==> config.mk <==
export PLATFORM = sky130hd
export DESIGN_NAME = slc_front
export DESIGN_NICKNAME = d
export VERILOG_FILES = /design/src/rtl/core/slc_pkg.sv /design/src/rtl/core/slc_front.sv
export SDC_FILE = /design/constraint.sdc
export NUM_CORES = 1
export LEC_CHECK = 0
export BUFFER_PORTS_ARGS = -buffer_cell sky130_fd_sc_hd__buf_2
export CAP_MARGIN = 20
export CORE_MARGIN = 2
export CORE_UTILIZATION = 40
export DETAILED_ROUTE_END_ITERATION = 6
export GPL_TIMING_DRIVEN = 0
export MAX_ROUTING_LAYER = met4
export PLACE_DENSITY_LB_ADDON = 0.12
export SLEW_MARGIN = 20
export SYNTH_ARGS = -nofsm -noshare
export SYNTH_HDL_FRONTEND = slang
export SYNTH_SLANG_ARGS = --single-unit
==> constraint.sdc <==
create_clock -name i_clk -period 9.6 [get_ports i_clk]
set_input_delay 1.44 -clock i_clk [delete_from_list [all_inputs] [get_ports i_clk]]
set_output_delay 1.44 -clock i_clk [all_outputs]
set_load 0.01 [all_outputs]
==> src/rtl/core/slc_pkg.sv <==
package slc_pkg;

    localparam logic [1:0] FN_LOOKUP  = 2'd0;
    localparam logic [1:0] FN_INSTALL = 2'd1;
    localparam logic [1:0] FN_PROBE   = 2'd2;
    localparam logic [1:0] FN_INVAL   = 2'd3;

    localparam logic CFG_ACTIVE_SHARDS = 1'b0;
    localparam logic CFG_WAYS_IN_USE   = 1'b1;

    localparam logic [3:0] ACTIVE_SHARDS_RST = 4'd8;
    localparam logic [4:0] WAYS_IN_USE_RST   = 5'd16;

    typedef struct packed {
        logic [1:0]  func;
        logic [63:0] node_id;
    } t_slc_req;

    typedef struct packed {
        logic        hit;
        logic        evicted;
        logic [63:0] victim_id;
        logic [2:0]  shard_index;
        logic [31:0] hit_total;
        logic [31:0] miss_total;
    } t_slc_resp;

    typedef enum logic [2:0] {
        B_IDLE,
        B_SCAN,
        B_DECIDE,
        B_SWEEP,
        B_DONE
    } t_slc_bstate;

    typedef enum logic [1:0] {
        M_NONE,
        M_INV,
        M_HIT,
        M_INS
    } t_slc_mode;

endpackage

==> src/rtl/core/slc_front.sv <==
module slc_front #(
    parameter int SW     = 3
) (
    input  logic              i_clk,
    input  logic              i_rst_n,
    input  logic              i_valid,
    output logic              o_stall,
    input  slc_pkg::t_slc_req i_req,
    input  logic [SW:0]       i_nshards,
    output logic              o_job_vld,
    input  logic              i_job_rdy,
    output logic [1:0]        o_func,
    output logic [63:0]       o_id,
    output logic [SW-1:0]     o_shard
);

    logic          r_busy;
    logic          r_done;
    logic [2:0]    r_step;
    logic [1:0]    r_func;
    logic [63:0]   r_id;
    logic [63:0]   r_sh;
    logic [SW-1:0] r_rem;
    logic [SW-1:0] n_rem;

    // one byte of the id per cycle, MSB first, restoring remainder
    always_comb begin
        logic [SW:0] t;
        t = {1'b0, r_rem};
        for (int i = 0; i < 8; i++) begin
            t = {t[SW-1:0], r_sh[63-i]};
            if (t >= i_nshards) begin
                t = t - i_nshards;
            end
        end
        n_rem = t[SW-1:0];
    end

    always_ff @(posedge i_clk) begin
        if (!i_rst_n) begin
            r_busy <= 1'b0;
            r_done <= 1'b0;
            r_step <= '0;
        end else if (!r_busy) begin
            if (i_valid) begin
                r_busy <= 1'b1;
                r_done <= 1'b0;
                r_step <= '0;
            end
        end else if (!r_done) begin
            r_step <= r_step + 3'd1;
            if (r_step == 3'd7) begin
                r_done <= 1'b1;
            end
        end else if (i_job_rdy) begin
            r_busy <= 1'b0;
            r_done <= 1'b0;
        end
    end

    always_ff @(posedge i_clk) begin
        if (!r_busy && i_valid) begin
            r_func <= i_req.func;
            r_id   <= i_req.node_id;
            r_sh   <= i_req.node_id;
            r_rem  <= '0;
        end else if (r_busy && !r_done) begin
            r_rem <= n_rem;
            r_sh  <= {r_sh[55:0], 8'd0};
        end
    end

    assign o_stall   = r_busy;
    assign o_job_vld = r_done;
    assign o_func    = r_func;
    assign o_id      = r_id;
    assign o_shard   = r_rem;

endmodule

==> qor.csv, run 1 <==
metric,value,unit
outcome,completed,
crit_buf_inv,6,
seqCellArea,0.004064,mm²
ios,145,
cts_buffer_depth,2,
ys_ff_latch,138,
report.final.slew_viol_count,0,
wl_per_cell,16.07,µm
async_flop_share,0,
fmax,0.1061,GHz
grt_pass1_wl,20.52,mm
port_buffers,144,
rr_worst_depth,41,
hold_path_depth,2,
setup_viol,0,
drc,0,
fp-row-count,46,
wl,13.07,mm
crit_slowest_cell,fa_2,
min_period,9.422,ns
slew_headroom,0.5242,
synthesis.nets,503,
die_h,131.4,µm
worstHoldStart,r_step[1],
r2r_end,o_shard[0],
routabilityCongestion,0.7723,
final_nets,699,
crit_family,adder cells,
ys_seq_area_frac,0.6259,
drtIter0Drc,139,
area_growth,33.26,%
cts_buffers,17,
antenna_found_initial,1,
yosys_warnings,0,
synth_edf_count,130,
multiInputGateArea,0.002500,mm²
fin_ws,0.1777,ns
worstSkewPairLatency,0.42,ns
syn_inst,387,
endpoint_kind,register,
hold_end,r_step[1],
cts_tree,done,
gr-total-overflow,0,
vias_per_cell,4.775,
die_w,131.4,µm
htreeDepth,4,
r2r-start,r_sh[63],
n_fill_cell,1342,
cts-root-buf,clkbuf_16,
start_kind,primary input,
grt_usage,0.1578,
synthTopCellsByArea,"edfxtp_1 (60%), mux2_4 (10%), ha_1 (6.6%)",
synth_cell_types,43,
start_util,0.4087,
clk_pin_slew,0.06,ns
drive_gt1_frac,0.5654,
preCtsSetupSlack,-1.222,ns
dieArea,0.01727,mm²
ys.flop_type,edfxtp_1,
maxCapViolations,0,
cts_sinks,138,
finalHoldViolCount,0,
cp_data_required_time,9.96,ns
synth_top_area_cell,edfxtp_1,
fin_crit_sh,0.9815,
cp_max_fo,8,
hold_buffers,0,
vias,3882,
core,0.01589,mm²
finClkSkew,0.004479,ns
synth_top_cell_area_share,0.6013,
critPathArrivalTime,9.78,ns
critPathMaxStageDelay,0.38,ns
grt_pass1_vias,4175,
hpwl,8.952,mm
regToRegSetupSlack,0.90,ns
tightestPinTransition,0.7137,ns
grt_max_degree,76,
antenna_left,0,
cp_common_cell,fa_2,
dr.pass1.iters,4,
crit_type,in -> reg,
synth.avg_cell_area,16.78,µm²
syn_area,0.006492,mm²
worstHoldPathType,reg -> reg,
## kinds of logic (layout without fill, tap and decap cells)
logic type / after synthesis / in the layout / share of synthesized area
flops: 138 / 138 / 0.6259
mux: 70 / 70 / 0.1461
compound gates: 54 / 54 / 0.05859
simple gates: 48 / 48 / 0.04163
fa+ha+maj: 42 / 42 / 0.09019
buf+inv: 29 / 238 / 0.02949
xor+xnor: 6 / 6 / 0.008094
other cells: 0 / 1 / 0
## tightest hold or removal path, stage by stage (launching register included)
cell     delay [ns]
dfxtp_1        0.33
a22oi_1        0.07
nor2b_1        0.10
## sequential cells by signal, summed over array words and instances (netlist names)
signal / count
o_id: 64
o_job_vld: 1
o_stall: 1
r_step: 3
o_shard: 3
o_func: 2
r_sh: 64
## worst max-delay path by stage
stage / startpoint / endpoint / cells past startpoint
after floorplan: i_nshards[0] / o_shard[0] / 37
after global placement: i_nshards[1] / o_shard[0] / 38
after detailed placement: i_nshards[1] / o_shard[0] / 37
after CTS: i_nshards[0] / o_shard[0] / 39
after global routing: i_nshards[0] / o_shard[1] / 39
final: i_nshards[0] / o_shard[0] / 41
## cell usage after synthesis, types with 5 or more instances
library cell / n
ha_1: 34
nand2_1: 17
mux2_2: 18
o21ai_0: 6
mux2i_1: 7
nor2b_1: 6
o21a_1: 5
o211ai_1: 6
dfxtp_1: 8
nand2b_1: 5
edfxtp_1: 130
fa_1: 8
and2_1: 10
a21oi_1: 12
mux2_4: 45
inv_1: 21
xnor2_1: 6
## repair_timing
action / in CTS / in global routing
buffers inserted: 9 / 23
pin swaps: 7 / 33
resized for setup: 9 / 38
setup endpoints to repair: 3 / 3
## routing by layer
layer	track usage	part of all wire	vias up
met3	0.03742	0.046	30
met4	0.06522	0.026	0
li1	-	-	1863
met2	0.2725	0.52	111
met5	-	0	-
met1	0.1758	0.41	1878
## cells in the final DEF, fill, tap and decap left out, types with 4 or more instances in the layout
master / count
buf_2: 144
edfxtp_1: 130
mux2_4: 47
buf_4: 31
ha_1: 27
clkbuf_16: 17
mux2_2: 16
inv_1: 15
nand2_1: 15
and2_1: 9
fa_2: 8
dfxtp_1: 8
mux2i_1: 7
buf_12: 7
o211ai_1: 6
xnor2_1: 6
clkinvlp_4: 6
ha_4: 6
a21oi_2: 5
a21oi_1: 5
nor2b_1: 5
nand2b_1: 4
## final cells by class
class                   count  share of cell area
flip-flops and latches    138              0.4697
inverters                  21             0.01099
diodes                      1           0.0002892
repair buffers            177              0.1173
multi-input cells         220              0.2889
clock buffers              17             0.04917
well taps                 216             0.03124
clock inverters            15             0.01938
plain buffers               8             0.01302
## per-stage QoR
step | hold WS, ns | instances | area, µm² | setup TNS (ns) | util
CTS | 0.5441 | 789 | 8270 | 0 | 0.5206
floorplan | 0.4920 | 387 | 6559 | 0 | -
finish | 0.5432 | 813 | 8652 | 0 | 0.5447
detailed placement | 0.5243 | 748 | 7572 | -3.645 | 0.4767
global route | 0.5587 | 813 | 8652 | -0.2114 | 0.5447
global placement | 0.4796 | 747 | 7550 | -3.036 | 0.4753
Power of run 1 is left out: the tool's default activity adds up to more than one toggle a clock period on the data nets, which glitch-free logic cannot reach.
==> run 2: changes to the inputs <==
--- a/config.mk
+++ b/config.mk
@@ -8,7 +8,8 @@
 export BUFFER_PORTS_ARGS = -buffer_cell sky130_fd_sc_hd__buf_2
 export CAP_MARGIN = 20
 export CORE_MARGIN = 2
-export CORE_UTILIZATION = 40
+export CORE_UTILIZATION = 49
+export CTS_CLUSTER_DIAMETER = 100
 export DETAILED_ROUTE_END_ITERATION = 6
 export GPL_TIMING_DRIVEN = 0
 export MAX_ROUTING_LAYER = met4
==> run 2 against run 1 <==
Net effect: global-route usage up 2.8 points; routed wire length down 3.7%; clock skew up 0.0023 ns; highest routed layer unchanged; hold slack worse by 0.026 ns; maximum frequency about the same; critical path depth down 3; sequential share of layout area up 0.33 points; utilization up 11 points; sequential cell count unchanged; non-clock buffer count up 6; critical path type unchanged.
==> qor.csv, run 2 (synthesized netlist as in run 1, its figures left out) <==
metric,value,unit
outcome,completed,
setup_viol,0,
slew_headroom,0.5552,
core,0.01309,mm²
finClkSkew,0.006740,ns
die_h,119.1,µm
worstHoldPathType,reg -> reg,
post-route-util,0.6566,
cp_common_cell,fa_2,
finalHoldViolCount,0,
ios,145,
wl_per_cell,16.18,µm
port_buffers,144,
gr-total-overflow,0,
grt_use_met3,0.06513,
hpwl,8.536,mm
cts_tree,done,
maxCapViolations,0,
wl,12.59,mm
cp_max_fo,7,
mostFrequentLayoutCells,"buf_2 (144), edfxtp_1 (130), mux2_4 (47)",
start_util,0.4962,
n_fill_cell,976,
drtIter0Drc,158,
final_nets,705,
report.final.slew_viol_count,0,
tightestPinTransition,0.6671,ns
routabilityCongestion,0.7843,
start_kind,primary input,
fmax,0.1062,GHz
endpoint_kind,register,
crit_slowest_cell,or3_1,
grt_usage,0.1862,
area_growth,32.34,%
grt_max_degree,76,
num_antenna_cells,0,
antenna_left,0,
vias,3935,
critPathMaxStageDelay,0.38,ns
vias_per_cell,5.058,
grt_most_used_layer,met2,
hold_buffers,0,
cts_sinks,138,
grt_pass1_vias,4028,
critPathArrivalTime,9.71,ns
dr.pass1.iters,4,
dieArea,0.01419,mm²
finalNonFillerCells,778,
cts_buffer_depth,2,
timing.hold.ws,0.5173,ns
fin_crit_sh,0.9809,
antenna_found_initial,0,
cts-root-buf,clkbuf_16,
dpl.cell_count,708,
min_period,9.417,ns
drc,0,
cp_data_required_time,9.89,ns
gr-usage-met2,0.3132,
grt_use_met1,0.2027,
die_w,119.1,µm
fp-row-count,42,
final_common_cell,buf_2,
worstSkewPairLatency,0.42,ns
cts_buffers,17,
htreeDepth,4,
grt_pass1_wl,19.35,mm
drive_gt1_frac,0.5565,
clk_pin_slew,0.06,ns
crit_type,in -> reg,
run 2: what timing repair did:
action                                  in CTS  in global routing
gates resized for setup                      8                 32
pin swaps                                    9                 25
endpoints found under the setup margin       3                  3
setup buffers                               13                 25
endpoints found under the hold margin        0                  0
run 2: final cells by class:
class                      instances  area (µm²)  share of cell area
tap                              176       220.2             0.02563
multi-input combinational        220        2455              0.2857
clock inverter                    14       148.9             0.01733
inverter                          21       95.09             0.01107
clock buffer                      18       429.2             0.04995
sequential                       138        4064              0.4730
buffer                             8       112.6             0.01311
timing repair buffer             183        1067              0.1242
run 2: path summary, 6_finish.rpt:
check | startpoint | to | slack (ns) | cells past startpoint
max | i_nshards[2] | o_shard[1] | 0.18 | 38
min | o_job_vld | o_stall | 0.52 | 1
max reg2reg | r_sh[63] | o_shard[1] | 0.89 | 39
min reg2reg | o_job_vld | o_stall | 0.52 | 1
run 2: critical path: cells and delay by family:
kind                     cells  cell delay, ns
AO/OA/AOI/OAI               20            3.43
multiplexers                 4            1.38
AND/OR/NAND/NOR              3            0.61
adder cells (fa/ha/maj)      8            2.51
buffers and inverters        3            0.35
run 2: through the flow:
step | instance area [µm²] | setup slack (ns) | setup TNS, ns
floorplan | 6559 | 0.007617 | 0
global placement | 7500 | -1.019 | -3.006
detailed placement | 7522 | -1.277 | -3.758
CTS | 8234 | 0.0001910 | 0
global route | 8592 | -0.1191 | -0.3019
finish | 8592 | 0.1831 | 0
run 2: metal layers:
layer | vias to the layer above | share of wire | wire (µm)
met5 | - | 0 | 0
li1 | 1881 | - | -
met1 | 1922 | 0.40 | 5036
met2 | 114 | 0.53 | 6706
met4 | 0 | 0.016 | 201
met3 | 18 | 0.051 | 646
Power of run 2 is left out for the same reason.
