<file path="config.mk">
export PLATFORM = sky130hd
export DESIGN_NAME = slc_queue
export DESIGN_NICKNAME = d
export VERILOG_FILES = /design/src/rtl/core/slc_queue.sv
export SDC_FILE = /design/constraint.sdc
export NUM_CORES = 1
export LEC_CHECK = 0
export BUFFER_PORTS_ARGS = -buffer_cell sky130_fd_sc_hd__buf_4
export CAP_MARGIN = 20
export CORE_MARGIN = 10
export CORE_UTILIZATION = 49
export DETAILED_ROUTE_END_ITERATION = 7
export GPL_TIMING_DRIVEN = 1
export PLACE_DENSITY_LB_ADDON = 0.15
export REMOVE_ABC_BUFFERS = 1
export SYNTH_ARGS = -nofsm -noshare
export SYNTH_HDL_FRONTEND = slang
export SYNTH_SLANG_ARGS = --single-unit
</file>
<file path="constraint.sdc">
create_clock -name i_clk -period 1.9 [get_ports i_clk]
set_input_delay 0.19 -clock i_clk [delete_from_list [all_inputs] [get_ports i_clk]]
set_output_delay 0.19 -clock i_clk [all_outputs]
set_load 0.01 [all_outputs]
</file>
<file path="src/rtl/core/slc_queue.sv">
module slc_queue #(
    parameter int W = 8
) (
    input  logic         i_clk,
    input  logic         i_rst_n,
    input  logic         i_push,
    input  logic [W-1:0] i_data,
    output logic         o_rdy,
    input  logic         i_pop,
    output logic         o_vld,
    output logic [W-1:0] o_data
);

    logic [W-1:0] r_data [2];
    logic         r_wp;
    logic         r_rp;
    logic [1:0]   r_cnt;
    logic         push_en;
    logic         pop_en;

    assign o_rdy   = (r_cnt != 2'd2);
    assign o_vld   = (r_cnt != 2'd0);
    assign o_data  = r_data[r_rp];
    assign push_en = i_push && o_rdy;
    assign pop_en  = i_pop && o_vld;

    always_ff @(posedge i_clk) begin
        if (!i_rst_n) begin
            r_wp  <= 1'b0;
            r_rp  <= 1'b0;
            r_cnt <= '0;
        end else begin
            if (push_en) begin
                r_wp <= !r_wp;
            end
            if (pop_en) begin
                r_rp <= !r_rp;
            end
            if (push_en && !pop_en) begin
                r_cnt <= r_cnt + 2'd1;
            end else if (pop_en && !push_en) begin
                r_cnt <= r_cnt - 2'd1;
            end
        end
    end

    always_ff @(posedge i_clk) begin
        if (push_en) begin
            r_data[r_wp] <= i_data;
        end
    end

endmodule

</file>
==> parameters.txt, run 1 <==
Parameter                              Value

Finish
  Number of nets in the final layout ... a little under 90
  Fraction of final layout cells sized beyond drive strength 1 ... around half
  Highest-count cells in the layout ignoring fill and taps ... sky130_fd_sc_hd__buf_4 (21), sky130_fd_sc_hd__edfxtp_1 (16), sky130_fd_sc_hd__mux2_2 (8), sky130_fd_sc_hd__dfxtp_1 (5)
  Area growth from synthesis to layout ... 24.73%
  Design Area, Final ... ~0.0010 mm2
  Most common cell after layout, fill and taps aside ... sky130_fd_sc_hd__buf_4
  Number of antenna diodes ... 0
  Final core utilization ... around two thirds

Placement
  Number of input and output port buffers inserted ... 21
  Placer congestion estimate ... 0.6539
  DP Wirelength ... roughly 1.1 mm
  Post-placement worst setup slack ... ~0.32 ns
  Cell Area, Placed ... ~980 um2

Clock network
  Clock tree from TritonCTS ... built
  Post-CTS repair timing setup buffer count ... 0
  Clock net sink count ... 21
  Total clock buffers created by CTS ... 3
  Hold-fix buffers at CTS ... 0
  Number of resized instances in the post-cts repair step ... 0
  Root buf cell ... sky130_fd_sc_hd__clkbuf_4
  Max Buffers Root-to-Sink ... 2
  Register clock-pin slew on the reported worst setup and hold paths ... between 0.1 and 0.15 ns
  H-tree depth ... 1
  Clock insertion delay at the later pin of the skew report ... around 0.3 ns

Critical path
  Data required time at the worst endpoint ... 2.14 ns
  Crit path cell chain ... nand2b_4 -> and2_1 -> ha_1 -> or3_1 -> a21oi_1
  Register-to-register path setup slack ... a little under 0.3 ns
  Startpoint type of the worst setup path ... flop
  Destination of the worst register-to-register timing path ... r_cnt[1]$_SDFFE_PN0P_
  Family with the most delay on the worst path ... simple AND/OR/NAND/NOR gates
  Setup crit end kind ... flop
  Buf/Inv on CP ... 0
  Crit path largest cell delay ... about 0.38 ns
  Start-to-end type of the worst setup path ... reg2reg
  Startpoint of the worst-slack reg-to-reg timing path ... r_cnt[0]$_SDFFE_PN0P_
  Worst endpoint data arrival time ... 1.85 ns
  Critical-path maximum fanout ... 5
  Critical-path top delay cell ... sky130_fd_sc_hd__or3_1
  R2r worst-path depth ... 5

Floorplan
  Y dimension of the die ... between 60 and 70 um
  Area of the core ... roughly 0.0015 mm2
  Top-level port count ... 22
  X dimension of the die ... 60.65 um
  Initial standard-cell utilization of the core ... between 50 and 60%
  Die footprint ... roughly 0.0037 mm2
  Rows ... 14

Detailed routing
  Number of vias per cell after detailed routing ... approximately 5.4
  Via count of the routed design ... a little under 500
  Antenna Nets Post-Route ... 0
  Wirelength per Cell ... about 16 um
  Total wire length ... 1.413 mm
  Remaining DRCs ... 0
  Drt initial violations ... 5
  Detailed Routing Iterations Pass 1 ... 4

Worst hold path
  Hold-critical path endpoint ... r_data[1][7]$_DFFE_PP_
  Source of the worst hold timing path ... i_data[7]
  Worst hold-check path type ... in2reg
  Hold depth ... 1

Timing
  Worst slew pin tran ... 0.4200 ns
  Worst hold slack after final layout ... ~0.063 ns
  Final total negative setup slack ... 0 ns
  Number of hold-slack violations in the final timing report ... 0
  RSZ-0062 raised after global routing ... false
  Highest attainable clock frequency ... around 620 MHz
  Final max-slew violation count ... 0
  Max_slew headroom ... ~70%
  Fin crit share ... a little over four fifths
  Time the final worst path needs with I/O delays and setup ... 1.606 ns
  Worst setup slack after layout ... around 0.29 ns
  Final count of negative-setup-slack endpoints ... 0
  Post-route clock skew ... 0.006255 ns

Global route
  Via count of the first global-routing pass ... between 500 and 600
  All-layer global routing usage ... around 8.3%
  Pin count of the biggest net entering global routing ... 13
  Sum of overflow across all layers after global routing ... 0
  Global-route wire length before repair ... around 2.2 mm
  Number of antenna violations at the first check in global routing ... 0

Pwr
  Sequential fraction of design power ... just over 50%
  P_leak ... roughly 0.41 nW
  IR Drop Worst-Case VDD ... approximately 0.74 mV
  Sw Ratio ... slightly below 30%
  Net switching power ... approximately 0.00038 W
  Cell-internal power ... ~0.0009 W
  Part of the total power dissipated in the clock network ... 16.3%
  Portion of total power attributed to combinational logic ... between 30 and 40%
  Cell area power density ... around 1300 mW/mm2

Synthesis
  Count of different cell masters after synthesis ... 17
  Post-synthesis cell count ... 50
  Count of state elements after synthesis ... 21
  Number of warning messages in the yosys log ... 0
  Mean Syn Cell Area ... 16.19 um2
  Mapped cell area ... 809.5 um2
  Sequential cell area fraction in the yosys report ... between 70% and 80%

Outcome
  Status ... finished, final reports clean

Flow run
  Total of max-cap violations ... 0
## routing by layer
metal | vias to the layer above | GRT usage (%) | wire length, um
li1 | 232 | - | -
met1 | 232 | 8.045 | 569
met2 | 17 | 14.12 | 702
met3 | 3 | 3.758 | 115
met4 | 0 | 4.702 | 25
met5 | - | 0 | 0
## cell usage after synthesis, drive strengths merged
library cell / n / area, um2
a21bo: 1 / 10.01
a21oi: 2 / 10.01
and2: 1 / 6.260
and3: 1 / 6.260
buf: 1 / 5.000
dfxtp: 5 / 100.1
edfxtp: 16 / 480.5
ha: 1 / 12.51
inv: 2 / 7.510
mux2: 8 / 90.09
nand2b: 1 / 13.76
nand3b: 1 / 7.510
nor2: 3 / 11.26
o21ai: 2 / 10.01
or2: 1 / 6.260
or3: 1 / 6.260
xor2: 3 / 26.28
## power groups by stage
stage / logic, W / clock network (W) / registers (W)
3_3_place_gp: 0.000417 / 0 / 0.000651
5_1_grt: 0.000469 / 0.000232 / 0.000654
6_report: 0.000422 / 0.000208 / 0.000644
4_1_cts: 0.000432 / 0.000216 / 0.000646
2_1_floorplan: 0.000258 / 0 / 0.000639
3_5_place_dp: 0.000430 / 0 / 0.000656
## worst max-delay path by stage
stage                           from                     to  slack (ns)  cells after the start
3_3_place_gp   r_cnt[0]$_SDFFE_PN0P_  r_cnt[1]$_SDFFE_PN0P_        0.37                      5
4_1_cts                         flop              o_data[7]        0.28                      2
5_1_grt        r_cnt[0]$_SDFFE_PN0P_  r_cnt[1]$_SDFFE_PN0P_        0.22                      5
3_5_place_dp   r_cnt[0]$_SDFFE_PN0P_  r_cnt[1]$_SDFFE_PN0P_        0.32                      5
2_1_floorplan  r_cnt[0]$_SDFFE_PN0P_  r_cnt[1]$_SDFFE_PN0P_        0.38                      5
6_report       r_cnt[0]$_SDFFE_PN0P_  r_cnt[1]$_SDFFE_PN0P_        0.29                      5
## cell type report
type | count | area [um2]
Sequential cell | 21 | 580.6
Clock inverter | 1 | 5.005
Clock buffer | 3 | 22.52
Inverter | 2 | 7.507
Timing Repair Buffer | 21 | 157.7
Fill cell | 128 | 531.8
Multi-Input combinational cell | 26 | 216.5
Tap cell | 16 | 20.02
## cell families after synthesis
logic type / after synthesis / share of synthesized area (%)
XOR/XNOR: 3 / 3.246
adder cells (fa/ha/maj): 1 / 1.545
AO/OA/AOI/OAI: 5 / 3.710
multiplexers: 8 / 11.13
buffers and inverters: 3 / 1.545
AND/OR/NAND/NOR: 9 / 7.112
flip-flops: 21 / 71.72
## registers in the layout, summed over array words and instances (netlist names), named ones only
| signal | cells |
|---|---|
| r_data | 16 |
| r_rp | 1 |
| r_wp | 1 |
| r_cnt | 2 |
## through the flow
step	power (W)	std cells
2_1_floorplan	0.0008971	49
3_3_place_gp	0.001069	86
3_5_place_dp	0.001086	86
4_1_cts	0.001294	90
5_1_grt	0.001355	90
6_report	0.001274	90
Note: power is estimated with default switching activity, not from simulation.
==> inputs of run 2 (changes only) <==
- CORE_UTILIZATION: 49 -> 44
- clock period: 1.9 -> 1.45 ns (I/O delays scaled with it)
==> parameters.txt, run 2 (synthesis gave the netlist of run 1 again) <==
Parameter                              Value

Finish
  Most common cell after layout, fill and taps aside ... sky130_fd_sc_hd__buf_4
  Highest-count cells in the layout ignoring fill and taps ... sky130_fd_sc_hd__buf_4 (28), sky130_fd_sc_hd__edfxtp_1 (16), sky130_fd_sc_hd__mux2_2 (8)
  Final core utilization ... between 60 and 70%
  Largest registers ... r_data (16), r_cnt (2)
  Register with the most flip-flops ... r_data
  Fraction of final layout cells sized beyond drive strength 1 ... approximately three fifths
  Area growth from synthesis to layout ... 36.17%
  Number of antenna diodes ... 0
  Number of nets in the final layout ... 95
  Final cell count without fillers ... ~110
  Flip-flop count of the largest register, all copies and words added ... 16
  FILL cells ... roughly 150

Critical path
  Critical-path top delay cell ... sky130_fd_sc_hd__dfxtp_2
  Startpoint of the worst-slack reg-to-reg timing path ... r_cnt[0]$_SDFFE_PN0P_
  Worst endpoint data arrival time ... 1.66 ns
  Crit path cell chain ... nand2b_4 -> and2_4 -> ha_4 -> xor2_1 -> or3_4 -> a21oi_2
  Register-to-register path setup slack ... around 0.024 ns
  Data required time at the worst endpoint ... 1.68 ns
  Start-to-end type of the worst setup path ... reg2reg
  Setup crit end kind ... flop
  Startpoint type of the worst setup path ... flop
  R2r worst-path depth ... 6
  Crit path largest cell delay ... around 0.35 ns
  Destination of the worst register-to-register timing path ... r_cnt[1]$_SDFFE_PN0P_
  Critical-path maximum fanout ... 4

Placement
  Placed cell count ... 102
  Placer congestion estimate ... slightly below 0.7
  Post-placement worst setup slack ... -0.04662 ns
  Number of input and output port buffers inserted ... 21
  DP Wirelength ... 1.103 mm

Clock network
  Max Buffers Root-to-Sink ... 2
  Register clock-pin slew on the reported worst setup and hold paths ... approximately 0.11 ns
  H-tree depth ... 1
  Clock tree from TritonCTS ... built
  Post-CTS repair timing setup buffer count ... 0
  Total clock buffers created by CTS ... 3
  Clock net sink count ... 21
  Root buf cell ... sky130_fd_sc_hd__clkbuf_4
  Clock insertion delay at the later pin of the skew report ... 0.29 ns
  Hold-fix buffers at CTS ... 0

Pwr
  P_leak ... 0.4457 nW
  Power consumption ... between 0.0015 and 0.002 W
  IR Drop Worst-Case VDD ... around 1.1 mV
  Cell area power density ... between 1500 and 2000 mW/mm2

Detailed routing
  Total wire length ... 1.440 mm
  Number of vias per cell after detailed routing ... about 4.6
  Detailed Routing Iterations Pass 1 ... 5
  Drt initial violations ... 10
  Via count of the routed design ... 490
  Antenna Nets Post-Route ... 0
  Remaining DRCs ... 0
  Wirelength per Cell ... between 10 and 15 um

Timing
  Max_slew headroom ... approximately 79%
  Number of hold-slack violations in the final timing report ... 0
  Worst slew pin tran ... 0.3084 ns
  RSZ-0062 raised after global routing ... true
  Final total negative setup slack ... 0 ns
  Time the final worst path needs with I/O delays and setup ... approximately 1.4 ns
  Fin crit share ... 98.33%
  Final max-slew violation count ... 0
  Worst setup slack after layout ... between 0.02 and 0.025 ns
  Highest attainable clock frequency ... 701.4 MHz
  Post-route clock skew ... 0.0008142 ns
  Final count of negative-setup-slack endpoints ... 0

Outcome
  Status ... finished, final reports clean

Floorplan
  Top-level port count ... 22
  Y dimension of the die ... between 60 and 70 um
  Die footprint ... 0.003956 mm2
  Rows ... 15
  X dimension of the die ... between 60 and 70 um
  Initial standard-cell utilization of the core ... roughly 47%
  Area of the core ... around 0.0017 mm2

Global route
  All-layer global routing usage ... 7.521%
  Pin count of the biggest net entering global routing ... 12
  Sum of overflow across all layers after global routing ... 0
  Via count of the first global-routing pass ... ~540
  Number of antenna violations at the first check in global routing ... 0
  Global-route wire length before repair ... 2.366 mm

Worst hold path
  Source of the worst hold timing path ... i_data[5]
  Worst hold-check path type ... in2reg
  Hold-critical path endpoint ... r_data[1][5]$_DFFE_PP_
  Hold depth ... 1

Flow run
  Total of max-cap violations ... 0
## run 2: worst max-delay path by stage
stage	startpoint	to	slack, ns	cells past startpoint
2_1_floorplan	r_cnt[0]$_SDFFE_PN0P_	r_cnt[1]$_SDFFE_PN0P_	-0.07	5
4_1_cts	r_cnt[0]$_SDFFE_PN0P_	r_cnt[1]$_SDFFE_PN0P_	0.004	5
6_report	r_cnt[0]$_SDFFE_PN0P_	r_cnt[1]$_SDFFE_PN0P_	0.02	6
5_1_grt	r_cnt[0]$_SDFFE_PN0P_	r_cnt[1]$_SDFFE_PN0P_	-0.03	6
3_5_place_dp	r_cnt[0]$_SDFFE_PN0P_	r_cnt[1]$_SDFFE_PN0P_	-0.05	5
3_3_place_gp	r_cnt[0]$_SDFFE_PN0P_	r_cnt[1]$_SDFFE_PN0P_	0.006	5
## run 2: final cells by class
type                            instances  area [um2]  share of cell area (%)
Clock buffer                            4       26.28                   2.384
Timing Repair Buffer                   28       210.2                   19.07
Tap cell                               25       31.28                   2.838
Multi-Input combinational cell         26       240.2                   21.79
Sequential cell                        21       586.8                   53.23
Inverter                                2       7.507                  0.6810
## run 2: repair_timing
action                                  CTS  global route
pin swaps                                 3             0
endpoints found under the setup margin    9             9
resized for setup                         4             6
## run 2: per-stage QoR
| stage | instance area (um2) | hold slack, ns |
|---|---|---|
| 2_1_floorplan | 804.5 | 0.2439 |
| 3_3_place_gp | 1046 | 0.3310 |
| 3_5_place_dp | 1046 | 0.3341 |
| 4_1_cts | 1079 | 0.02347 |
| 5_1_grt | 1102 | 0.005387 |
| 6_report | 1102 | 0.03109 |
## run 2: critical path: cells and delay by family (launching register included)
kind / cells / cell delay, ns
compound gates: 1 / 0.11
flops: 1 / 0.35
simple gates: 3 / 0.63
xor+xnor: 1 / 0.14
fa+ha+maj: 1 / 0.15
## run 2: routing by layer
metal,up-vias,global-route usage (%),wire [um]
li1,243,-,-
met1,236,7.373,584
met5,-,0,0
met3,0,2.867,63
met2,11,13.58,791
met4,0,3.352,0
## run 2: report_power, final
| part | switching [W] | leakage (nW) | internal [W] |
|---|---|---|---|
| logic | 0.000289 | 0.239 | 0.000433 |
| registers | 0.0000725 | 0.192 | 0.000775 |
| clock network | 0.000159 | 0.0150 | 0.000107 |
